[src/rtl/core/b2b_pkg.sv]
// ----------------------------------------------------------------------------
// b2b_pkg
// Shared types, constants and mixing functions for the BLAKE2b hash unit.
// ----------------------------------------------------------------------------
package b2b_pkg;

	localparam int WordW   = 64;
	localparam int LenW    = 7;
	localparam int BufW    = 8;
	localparam int StepW   = 6;
	localparam int NumStep = 48;
	localparam logic [LenW-1:0] DefaultLen = 7'd64;
	localparam logic [63:0] ParamWord = 64'h0000_0000_0101_0000;

	localparam logic [63:0] IV [8] = '{
		64'h6A09E667F3BCC908, 64'hBB67AE8584CAA73B, 64'h3C6EF372FE94F82B,
		64'hA54FF53A5F1D36F1, 64'h510E527FADE682D1, 64'h9B05688C2B3E6C1F,
		64'h1F83D9ABFB41BD6B, 64'h5BE0CD19137E2179};

	localparam logic [3:0] SIGMA [12][16] = '{
		'{4'd0, 4'd1, 4'd2, 4'd3, 4'd4, 4'd5, 4'd6, 4'd7,
		  4'd8, 4'd9, 4'd10, 4'd11, 4'd12, 4'd13, 4'd14, 4'd15},
		'{4'd14, 4'd10, 4'd4, 4'd8, 4'd9, 4'd15, 4'd13, 4'd6,
		  4'd1, 4'd12, 4'd0, 4'd2, 4'd11, 4'd7, 4'd5, 4'd3},
		'{4'd11, 4'd8, 4'd12, 4'd0, 4'd5, 4'd2, 4'd15, 4'd13,
		  4'd10, 4'd14, 4'd3, 4'd6, 4'd7, 4'd1, 4'd9, 4'd4},
		'{4'd7, 4'd9, 4'd3, 4'd1, 4'd13, 4'd12, 4'd11, 4'd14,
		  4'd2, 4'd6, 4'd5, 4'd10, 4'd4, 4'd0, 4'd15, 4'd8},
		'{4'd9, 4'd0, 4'd5, 4'd7, 4'd2, 4'd4, 4'd10, 4'd15,
		  4'd14, 4'd1, 4'd11, 4'd12, 4'd6, 4'd8, 4'd3, 4'd13},
		'{4'd2, 4'd12, 4'd6, 4'd10, 4'd0, 4'd11, 4'd8, 4'd3,
		  4'd4, 4'd13, 4'd7, 4'd5, 4'd15, 4'd14, 4'd1, 4'd9},
		'{4'd12, 4'd5, 4'd1, 4'd15, 4'd14, 4'd13, 4'd4, 4'd10,
		  4'd0, 4'd7, 4'd6, 4'd3, 4'd9, 4'd2, 4'd8, 4'd11},
		'{4'd13, 4'd11, 4'd7, 4'd14, 4'd12, 4'd1, 4'd3, 4'd9,
		  4'd5, 4'd0, 4'd15, 4'd4, 4'd8, 4'd6, 4'd2, 4'd10},
		'{4'd6, 4'd15, 4'd14, 4'd9, 4'd11, 4'd3, 4'd0, 4'd8,
		  4'd12, 4'd2, 4'd13, 4'd7, 4'd1, 4'd4, 4'd10, 4'd5},
		'{4'd10, 4'd2, 4'd8, 4'd4, 4'd7, 4'd6, 4'd1, 4'd5,
		  4'd15, 4'd11, 4'd9, 4'd14, 4'd3, 4'd12, 4'd13, 4'd0},
		'{4'd0, 4'd1, 4'd2, 4'd3, 4'd4, 4'd5, 4'd6, 4'd7,
		  4'd8, 4'd9, 4'd10, 4'd11, 4'd12, 4'd13, 4'd14, 4'd15},
		'{4'd14, 4'd10, 4'd4, 4'd8, 4'd9, 4'd15, 4'd13, 4'd6,
		  4'd1, 4'd12, 4'd0, 4'd2, 4'd11, 4'd7, 4'd5, 4'd3}};

	typedef struct packed {
		logic [63:0] a;
		logic [63:0] b;
		logic [63:0] c;
		logic [63:0] d;
	} quad_t;

	typedef struct packed {
		logic            load;       // latch input transaction
		logic            store;      // write held word into block
		logic            pad;        // zero words past the held bytes
		logic            comp_init;  // set up working vector, bump counter
		logic            comp_step;  // one half of four mixing units
		logic            comp_done;  // fold working vector into chain
		logic            final_blk;
		logic [StepW-1:0] step;
		logic            start_msg;  // reload chain for the next message
		logic [2:0]      out_idx;
	} b2b_cmd_t;

	typedef struct packed {
		logic buf_full;
		logic has_bytes;
		logic is_last;
		logic out_last;
	} b2b_stat_t;

	function automatic logic [63:0] rotr(input logic [63:0] x, input int n);
		rotr = (x >> n) | (x << (64 - n));
	endfunction

	// first half of G: rotations 32 and 24; second half: 16 and 63
	function automatic quad_t g_half(input quad_t q, input logic [63:0] m,
		input logic second);
		quad_t r;
		r = q;
		r.a = q.a + q.b + m;
		r.d = second ? rotr(q.d ^ r.a, 16) : rotr(q.d ^ r.a, 32);
		r.c = q.c + r.d;
		r.b = second ? rotr(q.b ^ r.c, 63) : rotr(q.b ^ r.c, 24);
		return r;
	endfunction

endpackage

[src/rtl/core/b2b_ctrl.sv]
// ----------------------------------------------------------------------------
// b2b_ctrl
// Sequencer: input intake, compression rounds and digest output.
// ----------------------------------------------------------------------------
module b2b_ctrl import b2b_pkg::*; (
	input  logic      clk,
	input  logic      arst_n,
	input  logic      s_tvalid,
	output logic      s_tready,
	output logic      m_tvalid,
	input  logic      m_tready,
	input  b2b_stat_t stat,
	output b2b_cmd_t  cmd
);

	typedef enum logic [2:0] {
		IDLE, CHECK, STORE, PAD, CINIT, CRUN, CDONE, OUTW
	} state_t;

	state_t           state_q;
	logic [StepW-1:0] step_q;
	logic [2:0]       idx_q;
	logic             final_q;

	always_ff @(posedge clk or negedge arst_n) begin
		if (!arst_n) begin
			state_q <= IDLE;
			step_q  <= '0;
			idx_q   <= '0;
			final_q <= 1'b0;
		end else begin
			case (state_q)
				IDLE: if (s_tvalid) state_q <= CHECK;
				CHECK: begin
					if (stat.has_bytes && stat.buf_full) begin
						final_q <= 1'b0;
						state_q <= CINIT;
					end else begin
						state_q <= STORE;
					end
				end
				STORE: state_q <= stat.is_last ? PAD : IDLE;
				PAD: begin
					final_q <= 1'b1;
					state_q <= CINIT;
				end
				CINIT: begin
					step_q  <= '0;
					state_q <= CRUN;
				end
				CRUN: begin
					if (step_q == StepW'(NumStep - 1)) state_q <= CDONE;
					else step_q <= step_q + 1'b1;
				end
				CDONE: begin
					idx_q   <= '0;
					state_q <= final_q ? OUTW : STORE;
				end
				OUTW: begin
					if (m_tready) begin
						if (stat.out_last) state_q <= IDLE;
						else idx_q <= idx_q + 1'b1;
					end
				end
				default: state_q <= IDLE;
			endcase
		end
	end

	assign s_tready = (state_q == IDLE);
	assign m_tvalid = (state_q == OUTW);

	always_comb begin
		cmd           = '0;
		cmd.load      = (state_q == IDLE) && s_tvalid;
		cmd.store     = (state_q == STORE);
		cmd.pad       = (state_q == PAD);
		cmd.comp_init = (state_q == CINIT);
		cmd.comp_step = (state_q == CRUN);
		cmd.comp_done = (state_q == CDONE);
		cmd.final_blk = final_q;
		cmd.step      = step_q;
		cmd.start_msg = (state_q == OUTW) && m_tready && stat.out_last;
		cmd.out_idx   = idx_q;
	end

	a_excl: assert property (@(posedge clk) disable iff (!arst_n)
		!(s_tready && m_tvalid)) else $error("intake open during output");
	a_step: assert property (@(posedge clk) disable iff (!arst_n)
		(state_q == CRUN) |-> (step_q < StepW'(NumStep))) else $error("step overrun");
	a_out:  assert property (@(posedge clk) disable iff (!arst_n)
		(m_tvalid && !m_tready) |=> (m_tvalid && $stable(idx_q)))
		else $error("digest word index moved while stalled");

endmodule

[config.mk]
export PLATFORM = sky130hd
export DESIGN_NAME = b2b_ctrl
export DESIGN_NICKNAME = d
export VERILOG_FILES = /design/src/rtl/core/b2b_pkg.sv /design/src/rtl/core/b2b_ctrl.sv
export SDC_FILE = /design/constraint.sdc
export NUM_CORES = 1
export LEC_CHECK = 0
export ABC_AREA = 1
export ABC_CLOCK_PERIOD_IN_PS = 3600
export BUFFER_PORTS_ARGS = -buffer_cell sky130_fd_sc_hd__clkbuf_2
export CAP_MARGIN = 20
export CORE_MARGIN = 1
export CORE_UTILIZATION = 45
export DETAILED_ROUTE_END_ITERATION = 8
export PLACE_DENSITY_LB_ADDON = 0.15
export SYNTH_ARGS = -nofsm -noshare
export SYNTH_HDL_FRONTEND = slang
export SYNTH_SLANG_ARGS = --single-unit
[constraint.sdc]
create_clock -name clk -period 3.6 [get_ports clk]
set_input_delay 0.18 -clock clk [delete_from_list [all_inputs] [get_ports clk]]
set_output_delay 0.18 -clock clk [all_outputs]
set_load 0.01 [all_outputs]
==> results_dict.tcl <==
set metrics [dict create \
    synthMuxAreaShare_pct 0 \
    fmax_mhz 620.1 \
    syn_area_um2 838.3 \
    fillCellCount 177 \
    first_pass_iters 4 \
    rsz0062_at_grt "false" \
    synthCells 113 \
    gr-total-overflow 0 \
    synth_cell_types 22 \
    clock_skew_ps 6.288 \
    hold_viol_final 0 \
    root_buffer "clkbuf_4" \
    startpoint_type "register" \
    worstMarginPinSlew_ps 347.9 \
    synthesis.nets 123 \
    grt_usage_pct 21.24 \
    route.detailed.drc 0 \
    grt_start_max_net_pins 14 \
    seq_area_frac_synth_pct 38.81 \
    multi_input_area_um2 449.2 \
    seq_area_um2 325.3 \
    min_period_over_period_pct 44.79 \
    h-tree-depth 1 \
    leakage_nw 0.5974 \
    antenna_found_initial 0 \
    synth_xor_area_share_pct 3.134 \
    synth_compound_area_share_pct 11.19 \
    criticalPathCategory "register to output port" \
    dieWidth_um 45.16 \
    synth_top_family_by_area "simple AND/OR/NAND/NOR gates" \
    critPathCapture "cmd[3]" \
    synth-simple-area-share_pct 36.27 \
    ys_warn_count 0 \
    final_net_count 153 \
    clk_latency_ps 280 \
    initial_core_util_pct 48.03 \
    design.die.area_um2 2039 \
    avgViaCountPerCell 4.916 \
    utilization_pct 58.49 \
    die_h_um 45.16 \
    hpwlAfterDp_um 1390 \
    area.growth.synth_to_final_pct 21.79 \
    wirelength_um 1764 \
    grt_pass1_wl_um 2987 \
    drive_gt1_share_pct 28.87 \
    power_per_cell_area_nw_per_um2 246.9 \
    numCtsBuffers 3 \
    outcome "complete, no violations" \
    port_buffers 26 \
    drtAntennaViolNets 0 \
    synth.avg_cell_area_um2 7.419 \
    io-pin-count 27 \
    cts_num_sinks 13 \
    slew_headroom_pct 76.80 \
    postCtsSetupBuffers 0 \
    finalSetupViolCount 0 \
    clockBufferDepth 2 \
    grt_pass1_vias 741 \
    wl_per_cell_um 10.56 \
    cp.required_ps 3420 \
    worst_r2r_path_depth 7 \
    hold_class "primary input to register" \
    timing.rr.start "step_q[0]" \
    gp_congestion 0.9267 \
    cts_tree "yes" \
    critPathMaxFanout 9 \
    r2r-end "step_q[0]" \
    via_count 821 \
    crit_path_end_kind "output port" \
    drv_cap 0 \
    num_antenna_cells 0 \
    drt_iter0_drc 3 \
    cts_resized 0 \
    ir_drop_v 0.0001529 \
    critical_path.startpoint "state_q[2]" \
    std_cell_rows 15 \
    cp.arrival_ps 1430 \
    fin_crit_ps 1613 \
    min-delay-start "m_tready" \
    core_region_area_um2 1745 \
    ys_seq_elements 13 \
    holdBufCountCts 1 \
    tns_ps 0 \
    synth_fa_ha_area_share_pct 2.985 \
    r2r_setup_slack_ps 2110 \
    slew_violations 0 \
    clk_pin_slew_ps 80 \
]
## stage by stage
stage / setup slack, ps / instance area [um^2] / hold slack (ps) / power [mW] / instances
6_report: 1987 / 1021 / 182.1 / 0.2521 / 167
5_1_grt: 1876 / 1021 / 188.8 / 0.2685 / 167
4_1_cts: 1976 / 1021 / 176.3 / 0.2561 / 167
3_5_place_dp: 2117 / 984.7 / 98.82 / 0.1634 / 162
3_3_place_gp: 2242 / 984.7 / 93.00 / 0.1629 / 162
2_1_floorplan: 2252 / 838.3 / -115.6 / 0.1551 / 113
## Yosys cell counts
master,count,area share (%)
a21oi_1,1,0.60
buf_4,2,1.8
dfrtp_1,13,39
ha_1,2,3.0
inv_1,12,5.4
inv_2,1,0.45
nand2_1,34,15
nand2_2,1,0.75
nand3_1,8,4.8
nand3_2,1,1.2
nand4_1,2,1.5
nor2_1,12,5.4
nor2_2,1,0.75
nor2_4,4,5.4
nor3_1,1,0.60
o21a_1,1,0.90
o21ai_0,6,3.6
o21ai_1,2,1.2
o21ai_2,3,3.1
o21bai_1,2,1.8
or2_2,1,0.75
xor2_1,3,3.1
## worst max-delay path, stage by stage (launching register included)
cell	delay, ps
dfrtp_1	510
nand2_1	180
nor2_4	160
nand2_1	90
nor2_1	90
clkbuf_2	130
## state kept, by name (all words and copies together), names as in the netlist
name,cells
step_q,6
final_q,1
state_q,3
idx_q,3
## per-layer routing
layer / routed length (um) / up-vias / track usage [%] / part of all wire (%)
li1: - / 418 / - / -
met1: 793 / 373 / 25.69 / 45
met2: 860 / 26 / 33.33 / 49
met3: 82 / 4 / 3.600 / 4.6
met4: 27 / 0 / 16.36 / 1.5
met5: 0 / - / 0 / 0
## logic make-up (layout without fill, tap and decap cells)
kind of cell / Yosys count / after routing
flip-flops: 13 / 13
adder cells (fa/ha/maj): 2 / 2
XOR/XNOR: 3 / 3
AO/OA/AOI/OAI: 15 / 15
buffers and inverters: 15 / 44
AND/OR/NAND/NOR: 65 / 65
## worst min path at each step
stage / endpoint / slack, ps / depth (start not counted)
detailed placement: step_q[2] / 100 / 1
CTS: idx_q[1] / 180 / 3
global placement: step_q[2] / 90 / 1
global route: idx_q[0] / 190 / 3
finish: idx_q[1] / 180 / 3
floorplan: final_q / -120 / 0
## layout by cell type (no fill, tap or decap), drive strengths merged
cell type	n
ha	2
o21a	1
nand4	2
nor3	1
xor2	3
or2	1
nor2	17
o21ai	11
dfrtp	13
inv	13
nand2	35
o21bai	2
a21oi	1
clkbuf	30
nand3	9
dlygate4sd3	1
## final cells by class
| class | instances | share of cell area [%] |
|---|---|---|
| repair buffers | 27 | 13.73 |
| well taps | 25 | 3.064 |
| inverters | 13 | 4.779 |
| flip-flops and latches | 13 | 31.86 |
| clock buffers | 4 | 2.574 |
| multi-input cells | 85 | 44.00 |
## where the power goes
| group | total, mW | internal (mW) | switching [mW] |
|---|---|---|---|
| clock network | 0.0910 | 0.0430 | 0.0481 |
| registers | 0.146 | 0.146 | 0 |
| logic | 0.0149 | 0.00622 | 0.00869 |
(Power assumes the default switching activity.)
